<file path="src/design/h2r_pkg.sv">
// ----------------------------------------------------------------------------
// h2r_pkg
// Shared types and constants of the HSL to RGB converter pipeline.
// ----------------------------------------------------------------------------
package h2r_pkg;

  // Pipeline depth and stage positions in the stage enable vector
  localparam int NUM_STAGES  = 6;
  localparam int ST_PREP     = 0;  // clamp inputs, form hue offsets
  localparam int ST_MUL_LS   = 1;  // lightness times saturation, ramp slope
  localparam int ST_PQ       = 2;  // q, p and q - p
  localparam int ST_MUL_RAMP = 3;  // ramp product
  localparam int ST_CHAN     = 4;  // channel select
  localparam int ST_BYTE     = 5;  // scale by 255, clamp

  // Stream word widths
  localparam int IN_TDATA_W  = 40;
  localparam int OUT_TDATA_W = 24;

  typedef logic [NUM_STAGES-1:0] stage_en_t;

  // Segment of the piecewise hue ramp
  typedef enum logic [1:0] {
    RGN_RISE,
    RGN_FLAT_HI,
    RGN_FALL,
    RGN_FLAT_LO
  } region_t;

endpackage

</file>
<file path="src/design/hsl_to_rgb_converter_core.sv">
// Path: an accepted word passes stages ST_PREP, ST_MUL_LS, ST_PQ, ST_MUL_RAMP,
// ST_CHAN and ST_BYTE in that order, each a register, to the output.
// Throughput: one word per cycle while out_tready stays high, each stage alike.
// A stall holds only full stages up to the output; stages behind a gap move on.
// Reset (rst_n low, synchronous) clears all stage valid bits; data regs keep.
// ----------------------------------------------------------------------------
// hsl_to_rgb_converter_core
// HSL to RGB color conversion, fixed point, six-stage pipeline with a valid
// bit per stage and per-stage ready so a downstream stall drops nothing.
// ----------------------------------------------------------------------------
module hsl_to_rgb_converter_core #(
  parameter int FRAC_BITS = 16   // internal fraction bits, 8..24
) (
  input  logic                                clk,
  input  logic                                rst_n,
  // Input stream
  input  logic                                in_tvalid,
  output logic                                in_tready,
  // in_tdata: hue [15:0], saturation [24:16], lightness [33:25], zero [39:34]
  input  logic [h2r_pkg::IN_TDATA_W-1:0]      in_tdata,
  // Result stream
  output logic                                out_tvalid,
  input  logic                                out_tready,
  // out_tdata: red [7:0], green [15:8], blue [23:16]
  output logic [h2r_pkg::OUT_TDATA_W-1:0]     out_tdata
);
  import h2r_pkg::*;

  logic [NUM_STAGES-1:0] valid_r, valid_nxt;
  logic [NUM_STAGES:0]   ready;
  stage_en_t             en;

  logic [FRAC_BITS:0]    s0, l0;
  logic [FRAC_BITS-1:0]  t_red, t_green, t_blue;
  logic [FRAC_BITS:0]    d2, p3, q3, l3;
  logic                  grey3;
  logic [7:0]            red, green, blue;

  // Stage k takes a new word when it is empty or its word moves on this cycle
  always_comb begin
    ready[NUM_STAGES] = out_tready;
    for (int k = NUM_STAGES - 1; k >= 0; k--) begin
      ready[k] = !valid_r[k] || ready[k+1];
    end
  end

  assign en = ready[NUM_STAGES-1:0];

  // Advance valid bits with the data; hold them where the stage stalls
  always_comb begin
    valid_nxt[0] = ready[0] ? in_tvalid : valid_r[0];
    for (int k = 1; k < NUM_STAGES; k++) begin
      valid_nxt[k] = ready[k] ? valid_r[k-1] : valid_r[k];
    end
  end

  always_ff @(posedge clk) begin
    if (!rst_n) begin
      valid_r <= '0;
    end else begin
      valid_r <= valid_nxt;
    end
  end

  assign in_tready  = ready[0];
  assign out_tvalid = valid_r[NUM_STAGES-1];
  assign out_tdata  = {blue, green, red};

  // Clamp and scale inputs, form the hue position of each channel
  h2r_prep #(.FRAC_BITS(FRAC_BITS)) u_prep (
    .clk        (clk),
    .en         (en),
    .hue        (in_tdata[15:0]),
    .saturation (in_tdata[24:16]),
    .lightness  (in_tdata[33:25]),
    .s_o        (s0),
    .l_o        (l0),
    .t_red_o    (t_red),
    .t_green_o  (t_green),
    .t_blue_o   (t_blue)
  );

  // Shared q and p for all three channels
  h2r_pq #(.FRAC_BITS(FRAC_BITS)) u_pq (
    .clk    (clk),
    .en     (en),
    .s_i    (s0),
    .l_i    (l0),
    .d_o    (d2),
    .p_o    (p3),
    .q_o    (q3),
    .l_o    (l3),
    .grey_o (grey3)
  );

  // One ramp and byte scaler per channel
  h2r_ramp #(.FRAC_BITS(FRAC_BITS)) u_ramp_red (
    .clk    (clk),
    .en     (en),
    .t_i    (t_red),
    .d_i    (d2),
    .p_i    (p3),
    .q_i    (q3),
    .l_i    (l3),
    .grey_i (grey3),
    .byte_o (red)
  );

  h2r_ramp #(.FRAC_BITS(FRAC_BITS)) u_ramp_green (
    .clk    (clk),
    .en     (en),
    .t_i    (t_green),
    .d_i    (d2),
    .p_i    (p3),
    .q_i    (q3),
    .l_i    (l3),
    .grey_i (grey3),
    .byte_o (green)
  );

  h2r_ramp #(.FRAC_BITS(FRAC_BITS)) u_ramp_blue (
    .clk    (clk),
    .en     (en),
    .t_i    (t_blue),
    .d_i    (d2),
    .p_i    (p3),
    .q_i    (q3),
    .l_i    (l3),
    .grey_i (grey3),
    .byte_o (blue)
  );

endmodule

</file>
<file path="src/design/h2r_prep.sv">
// ----------------------------------------------------------------------------
// h2r_prep
// Input stage: clamp saturation and lightness, scale to fixed point and form
// the three hue positions of the channels.
// ----------------------------------------------------------------------------
module h2r_prep #(
  parameter int FRAC_BITS = 16
) (
  input  logic                  clk,
  input  h2r_pkg::stage_en_t    en,
  input  logic [15:0]           hue,
  input  logic [8:0]            saturation,
  input  logic [8:0]            lightness,
  output logic [FRAC_BITS:0]    s_o,
  output logic [FRAC_BITS:0]    l_o,
  output logic [FRAC_BITS-1:0]  t_red_o,
  output logic [FRAC_BITS-1:0]  t_green_o,
  output logic [FRAC_BITS-1:0]  t_blue_o
);
  import h2r_pkg::*;

  localparam int W  = FRAC_BITS + 1;
  localparam int HW = FRAC_BITS + 16;
  localparam logic [FRAC_BITS-1:0] THIRD = FRAC_BITS'(((1 << FRAC_BITS) + 1) / 3);

  logic [8:0]           sat_c;
  logic [8:0]           light_c;
  logic [HW-1:0]        hue_x;
  logic [FRAC_BITS-1:0] h;
  logic [W-1:0]         s_r, l_r;
  logic [FRAC_BITS-1:0] t_red_r, t_green_r, t_blue_r;

  always_comb begin
    sat_c   = (saturation > 9'd256) ? 9'd256 : saturation;
    light_c = (lightness > 9'd256) ? 9'd256 : lightness;
    hue_x   = HW'(hue) << FRAC_BITS;
    h       = hue_x[HW-1:16];
  end

  always_ff @(posedge clk) begin
    if (en[ST_PREP]) begin
      s_r       <= W'(sat_c) << (FRAC_BITS - 8);
      l_r       <= W'(light_c) << (FRAC_BITS - 8);
      t_red_r   <= h + THIRD;   // wraps modulo one turn
      t_green_r <= h;
      t_blue_r  <= h - THIRD;
    end
  end

  assign s_o       = s_r;
  assign l_o       = l_r;
  assign t_red_o   = t_red_r;
  assign t_green_o = t_green_r;
  assign t_blue_o  = t_blue_r;

endmodule

</file>
<file path="src/design/h2r_pq.sv">
// ----------------------------------------------------------------------------
// h2r_pq
// Form q, p and their difference from lightness and saturation; hold them
// in step with the per-channel ramp stages.
// ----------------------------------------------------------------------------
module h2r_pq #(
  parameter int FRAC_BITS = 16
) (
  input  logic               clk,
  input  h2r_pkg::stage_en_t en,
  input  logic [FRAC_BITS:0] s_i,
  input  logic [FRAC_BITS:0] l_i,
  output logic [FRAC_BITS:0] d_o,     // q - p, stage ST_PQ
  output logic [FRAC_BITS:0] p_o,     // stage ST_MUL_RAMP
  output logic [FRAC_BITS:0] q_o,
  output logic [FRAC_BITS:0] l_o,
  output logic               grey_o
);
  import h2r_pkg::*;

  localparam int W  = FRAC_BITS + 1;
  localparam int PW = 2 * W;
  localparam logic [W-1:0] HALF = W'(1) << (FRAC_BITS - 1);

  logic [PW-1:0] ls_prod_r;
  logic [W-1:0]  l1_r, s1_r;
  logic          grey1_r;

  logic [W-1:0]  ls, a, q_c, p_c, d_c;
  logic          ge;

  logic [W-1:0]  p2_r, q2_r, d2_r, l2_r;
  logic          grey2_r;
  logic [W-1:0]  p3_r, q3_r, l3_r;
  logic          grey3_r;

  always_ff @(posedge clk) begin
    if (en[ST_MUL_LS]) begin
      ls_prod_r <= PW'(l_i) * PW'(s_i);
      l1_r      <= l_i;
      s1_r      <= s_i;
      grey1_r   <= (s_i == '0);
    end
  end

  // q = l + a, p = l - a, q - p = 2a, with a = l*s below half, s - l*s above
  always_comb begin
    ls  = W'(ls_prod_r >> FRAC_BITS);
    a   = (l1_r < HALF) ? ls : (s1_r - ls);
    q_c = l1_r + a;
    ge  = (l1_r >= a);
    p_c = ge ? (l1_r - a) : '0;
    d_c = ge ? W'({a, 1'b0}) : q_c;
  end

  always_ff @(posedge clk) begin
    if (en[ST_PQ]) begin
      p2_r    <= p_c;
      q2_r    <= q_c;
      d2_r    <= d_c;
      l2_r    <= l1_r;
      grey2_r <= grey1_r;
    end
    if (en[ST_MUL_RAMP]) begin
      p3_r    <= p2_r;
      q3_r    <= q2_r;
      l3_r    <= l2_r;
      grey3_r <= grey2_r;
    end
  end

  assign d_o    = d2_r;
  assign p_o    = p3_r;
  assign q_o    = q3_r;
  assign l_o    = l3_r;
  assign grey_o = grey3_r;

endmodule

</file>
<file path="src/design/h2r_ramp.sv">
// ----------------------------------------------------------------------------
// h2r_ramp
// One color channel: evaluate the piecewise hue ramp at the channel's hue
// position, then scale by 255 and clamp to a byte.
// ----------------------------------------------------------------------------
module h2r_ramp #(
  parameter int FRAC_BITS = 16
) (
  input  logic                 clk,
  input  h2r_pkg::stage_en_t   en,
  input  logic [FRAC_BITS-1:0] t_i,
  input  logic [FRAC_BITS:0]   d_i,
  input  logic [FRAC_BITS:0]   p_i,
  input  logic [FRAC_BITS:0]   q_i,
  input  logic [FRAC_BITS:0]   l_i,
  input  logic                 grey_i,
  output logic [7:0]           byte_o
);
  import h2r_pkg::*;

  localparam int W  = FRAC_BITS + 1;
  localparam int MW = FRAC_BITS + 3;
  localparam int RW = W + MW;
  localparam int CW = FRAC_BITS + 5;
  localparam int SW = CW + 8;
  localparam logic [FRAC_BITS-1:0] SIXTH = FRAC_BITS'(((1 << FRAC_BITS) + 3) / 6);
  localparam logic [FRAC_BITS-1:0] HALF  = FRAC_BITS'((1 << FRAC_BITS) / 2);
  localparam logic [FRAC_BITS-1:0] TWO_THIRDS =
    FRAC_BITS'((2 * (1 << FRAC_BITS) + 1) / 3);

  region_t              rgn_c;
  logic [MW-1:0]        m_c;
  logic [MW-1:0]        span;

  region_t              rgn1_r, rgn2_r, rgn3_r;
  logic [MW-1:0]        m1_r, m2_r;
  logic [RW-1:0]        prod3_r;
  logic [CW-1:0]        c_c, c4_r;
  logic [SW-1:0]        scaled, v;
  logic [7:0]           byte5_r;

  // Pick the ramp segment and its slope factor: 6t rising, 6(2/3 - t) falling
  always_comb begin
    m_c  = '0;
    span = '0;
    if (t_i < SIXTH) begin
      rgn_c = RGN_RISE;
      span  = MW'(t_i);
    end else if (t_i < HALF) begin
      rgn_c = RGN_FLAT_HI;
    end else if (t_i < TWO_THIRDS) begin
      rgn_c = RGN_FALL;
      span  = MW'(TWO_THIRDS - t_i);
    end else begin
      rgn_c = RGN_FLAT_LO;
    end
    m_c = (span << 2) + (span << 1);
  end

  always_comb begin
    if (grey_i) begin
      c_c = CW'(l_i);
    end else begin
      case (rgn3_r)
        RGN_RISE, RGN_FALL: c_c = CW'(p_i) + CW'(prod3_r >> FRAC_BITS);
        RGN_FLAT_HI:        c_c = CW'(q_i);
        RGN_FLAT_LO:        c_c = CW'(p_i);
        default:            c_c = CW'(p_i);
      endcase
    end
  end

  always_comb begin
    scaled = (SW'(c4_r) << 8) - SW'(c4_r);
    v      = scaled >> FRAC_BITS;
  end

  always_ff @(posedge clk) begin
    if (en[ST_MUL_LS]) begin
      rgn1_r <= rgn_c;
      m1_r   <= m_c;
    end
    if (en[ST_PQ]) begin
      rgn2_r <= rgn1_r;
      m2_r   <= m1_r;
    end
    if (en[ST_MUL_RAMP]) begin
      rgn3_r  <= rgn2_r;
      prod3_r <= RW'(d_i) * RW'(m2_r);
    end
    if (en[ST_CHAN]) begin
      c4_r <= c_c;
    end
    if (en[ST_BYTE]) begin
      byte5_r <= (v > SW'(255)) ? 8'hFF : v[7:0];
    end
  end

  assign byte_o = byte5_r;

endmodule
</file>
<file path="config.mk">
export PLATFORM = sky130hd
export DESIGN_NAME = hsl_to_rgb_converter_core
export DESIGN_NICKNAME = d
export VERILOG_FILES = /design/src/design/h2r_pkg.sv /design/src/design/hsl_to_rgb_converter_core.sv /design/src/design/h2r_prep.sv /design/src/design/h2r_pq.sv /design/src/design/h2r_ramp.sv
export SDC_FILE = /design/constraint.sdc
export NUM_CORES = 2
export LEC_CHECK = 0
export BUFFER_PORTS_ARGS = -buffer_cell sky130_fd_sc_hd__buf_2
export CORE_ASPECT_RATIO = 2
export CORE_MARGIN = 3
export CORE_UTILIZATION = 50
export CTS_BUF_LIST = sky130_fd_sc_hd__clkbuf_8
export CTS_CLUSTER_DIAMETER = 60
export DETAILED_ROUTE_END_ITERATION = 6
export PLACE_DENSITY_LB_ADDON = 0.08
export SLEW_MARGIN = 30
export SYNTH_ARGS = -nofsm -noshare
export SYNTH_HDL_FRONTEND = slang
export SYNTH_SLANG_ARGS = --single-unit
</file>
<file path="constraint.sdc">
create_clock -name clk -period 9.04 [get_ports clk]
set_clock_uncertainty 0.15 [all_clocks]
set_input_delay 0.452 -clock clk [delete_from_list [all_inputs] [get_ports clk]]
set_output_delay 0.452 -clock clk [all_outputs]
set_load 0.005 [all_outputs]
</file>
==> metrics.yaml <==
worst_setup_path:
  r2r_start: "u_pq.d_o[5]"
  cp_max_fo: 23
  r2r-end: "u_ramp_blue.prod3_r[35]"
  cp.required_ns: 9.35
  reg2regPathDepth: 21
  regToRegSetupSlack_ns: 1.21
  worstSetupEndpointType: "register"
  critPathKind: "reg -> reg"
  worstSetupStartpointType: "register"
  crit_arrival_ns: 8.14
yosys:
  synth.area.top_cells: "fa_1 27%, edfxtp_1 25%, ha_1 12%"
  synthFlopType: "edfxtp_1"
  syn_inst: 5850
  ys_warn_count: 0
  synth.most_common_cell: "inv_1"
  syn_area_um2: 57600
  synthArstFlopShare_pct: 0
  ys_types: 82
  synth_enable_flop_cells: 479
  ys_seq_area_share_pct: 25.18
  synth_top_area_share_pct: 26.66
  syn_area_per_cell_um2: 9.845
  synth_top_cell_by_area: "fa_1"
  ys_ff_latch: 485
  yosys-top-cells-count: "1026 x inv_1, 767 x fa_1, 722 x nand2_1"
placed_design:
  port-buffer-count: 63
  placed_cell_area_um2: 59650
  routabilityCongestion: 0.9444
  hpwl_mm: 122.4
  dpl.cell_count: 7273
floorplanning:
  die_y_um: 486.0
  fp.dieW_um: 246.0
  std_cell_rows: 175
  start_util_pct: 50.49
  design.core.area_um2: 114100
  dieArea_um2: 119500
  io_pins: 70
global_route:
  grtUsageTotal_pct: 26.75
  grt_pass1_vias: 44699
  grt_overflow: 0
  grt_pass1_wl_mm: 243.8
  antenna_found_initial: 6
  grt_max_degree: 77
clock_network:
  clock_tree.root_cell: "clkbuf_8"
  htreeDepth: 3
  clk_latency_ns: 0.76
  clk_pin_slew_ns: 0.07
  cts_resized: 0
  cts_tree: "yes"
  clock_path_buffers: 3
  cts_made_buffers: 75
  cts_sinks: 485
sta:
  worstMarginPinSlew_ns: 1.036
  timing.fmax_mhz: 127.7
  drv_slew: 0
  setup_viol: 0
  finalHoldViolCount: 0
  fin_crit_sh_pct: 86.62
  relSlewSlack_pct: 30.04
  final.setup.tns_ns: 0
  rsz0062_at_grt: "false"
  period_needed_ns: 7.830
hold_path:
  hold_depth: 0
  hold_class: "reg -> reg"
  holdPathEnd: "u_ramp_red.m2_r[16]"
  hold_start: "u_ramp_red.m1_r[16]"
final_layout:
  finalNetCount: 7239
  drive_gt1_share_pct: 5.677
  stdcell_area_um2: 61830
  synthToLayoutAreaGrowth_pct: 7.347
  final_cells: 7460
route:
  vias_per_cell: 5.523
  vias: 41202
  wl_per_cell_um: 20.87
  dr.pass1.iters: 5
  drt.antenna.violating_nets: 0
  wl_mm: 155.7
  drc: 0
  drt_iter0_drc: 1850
flow_run:
  drv_cap: 0
outcome:
  outcome: "finished, final reports clean"
[final cells by class]
type	count	area, um2
flip-flops and latches	485	14500
well taps	1504	1882
inverters	1026	3856
clock inverters	61	624.3
diodes	2	5.005
fillers	10493	52250
clock buffers	75	1032
multi-input cells	4115	38400
repair buffers	192	1523
[registers in the layout, summed over array words and instances, names as in the netlist, 17 cells and up]
register              count
u_pq.d_o                 17
u_pq.ls_prod_r           17
u_pq.p2_r                17
u_pq.p_o                 17
u_pq.q2_r                17
u_pq.q_o                 17
u_ramp_blue.c4_r         21
u_ramp_blue.m1_r         18
u_ramp_blue.m2_r         18
u_ramp_blue.prod3_r      20
u_ramp_green.c4_r        21
u_ramp_green.m1_r        18
u_ramp_green.m2_r        18
u_ramp_green.prod3_r     20
u_ramp_red.c4_r          21
u_ramp_red.m1_r          18
u_ramp_red.m2_r          18
u_ramp_red.prod3_r       20
[cells by family (layout without fill, tap and decap cells)]
group	after synthesis	in the layout	synth area share [%]
and+or+nand+nor	1769	1769	15.05
xor gates and xnor gates	203	203	3.100
AOI/OAI and AO/OA	747	747	8.544
other	1	8	0.006511
adders and majority gates	1300	1300	38.24
buffers and inverters	1255	1354	8.216
muxes	90	90	1.658
DFF	485	485	25.18
[per-stage QoR]
step / hold slack, ns / setup slack, ns / util (%)
5_1_grt: 0.2670 / 0.7724 / 54.19
6_report: 0.2591 / 1.210 / 54.20
4_1_cts: 0.2593 / 1.251 / 54.14
3_3_place_gp: 0.2507 / 1.482 / 52.22
2_1_floorplan: 0.2503 / 2.606 / -
3_5_place_dp: 0.2545 / 1.341 / 52.29
[worst max path at each step]
stage	from	end	slack [ns]	cells past startpoint
after floorplan	u_pq.d_o[8]	u_ramp_red.prod3_r[34]	2.61	18
after global placement	u_pq.d_o[9]	u_ramp_blue.prod3_r[35]	1.48	20
after detailed placement	u_pq.d_o[5]	u_ramp_blue.prod3_r[35]	1.34	21
after CTS	u_pq.d_o[5]	u_ramp_blue.prod3_r[35]	1.25	21
after global routing	u_pq.d_o[5]	u_ramp_blue.prod3_r[35]	0.77	21
final	u_pq.d_o[5]	u_ramp_blue.prod3_r[35]	1.21	21
[cells in the final DEF, fill, tap and decap left out, types with 69 or more instances in the layout]
| cell | netlist | routed |
|---|---|---|
| xnor2_1 | 168 | 168 |
| and2_1 | 446 | 446 |
| nand2_1 | 722 | 720 |
| o21ai_0 | 119 | 119 |
| buf_4 | 1 | 69 |
| a21oi_1 | 204 | 204 |
| ha_1 | 533 | 533 |
| fa_1 | 767 | 767 |
| nor2_1 | 220 | 220 |
| edfxtp_1 | 479 | 479 |
| nor3_1 | 71 | 71 |
| inv_1 | 1026 | 1032 |
| clkbuf_8 | 0 | 75 |
[repair_timing]
item | CTS | global route
hold endpoints to repair | 69 | 0
buffers inserted | 0 | 0
hold buffers | 46 | 0
[metal layers]
| metal | track usage [%] | vias to the layer above | share of wire [%] |
|---|---|---|---|
| met4 | 13.48 | 4 | 5.6 |
| met3 | 2.780 | 415 | 3.9 |
| met1 | 28.03 | 20757 | 35 |
| li1 | - | 19034 | - |
| met2 | 51.91 | 992 | 56 |
| met5 | 0 | - | 0.017 |
[critical path, cell delays in order, from the launching register on]
cell and delay, ns:
edfxtp_1 0.74, buf_4 0.46, buf_4 0.35, nand2_1 0.13, fa_1 0.58, inv_1 0.06
fa_1 0.46, fa_1 0.51, fa_1 0.46, fa_1 0.51, inv_1 0.05, fa_1 0.48
inv_1 0.05, ha_1 0.33, o21a_1 0.21, o21a_1 0.16, o21ai_0 0.32, o21ai_0 0.22
o21ai_0 0.43, o211ai_1 0.25, a2111oi_0 0.53, nor3b_1 0.09
Power is not shown: default switching activity piles up to over one toggle a cycle in this logic, so the estimate is an artifact.
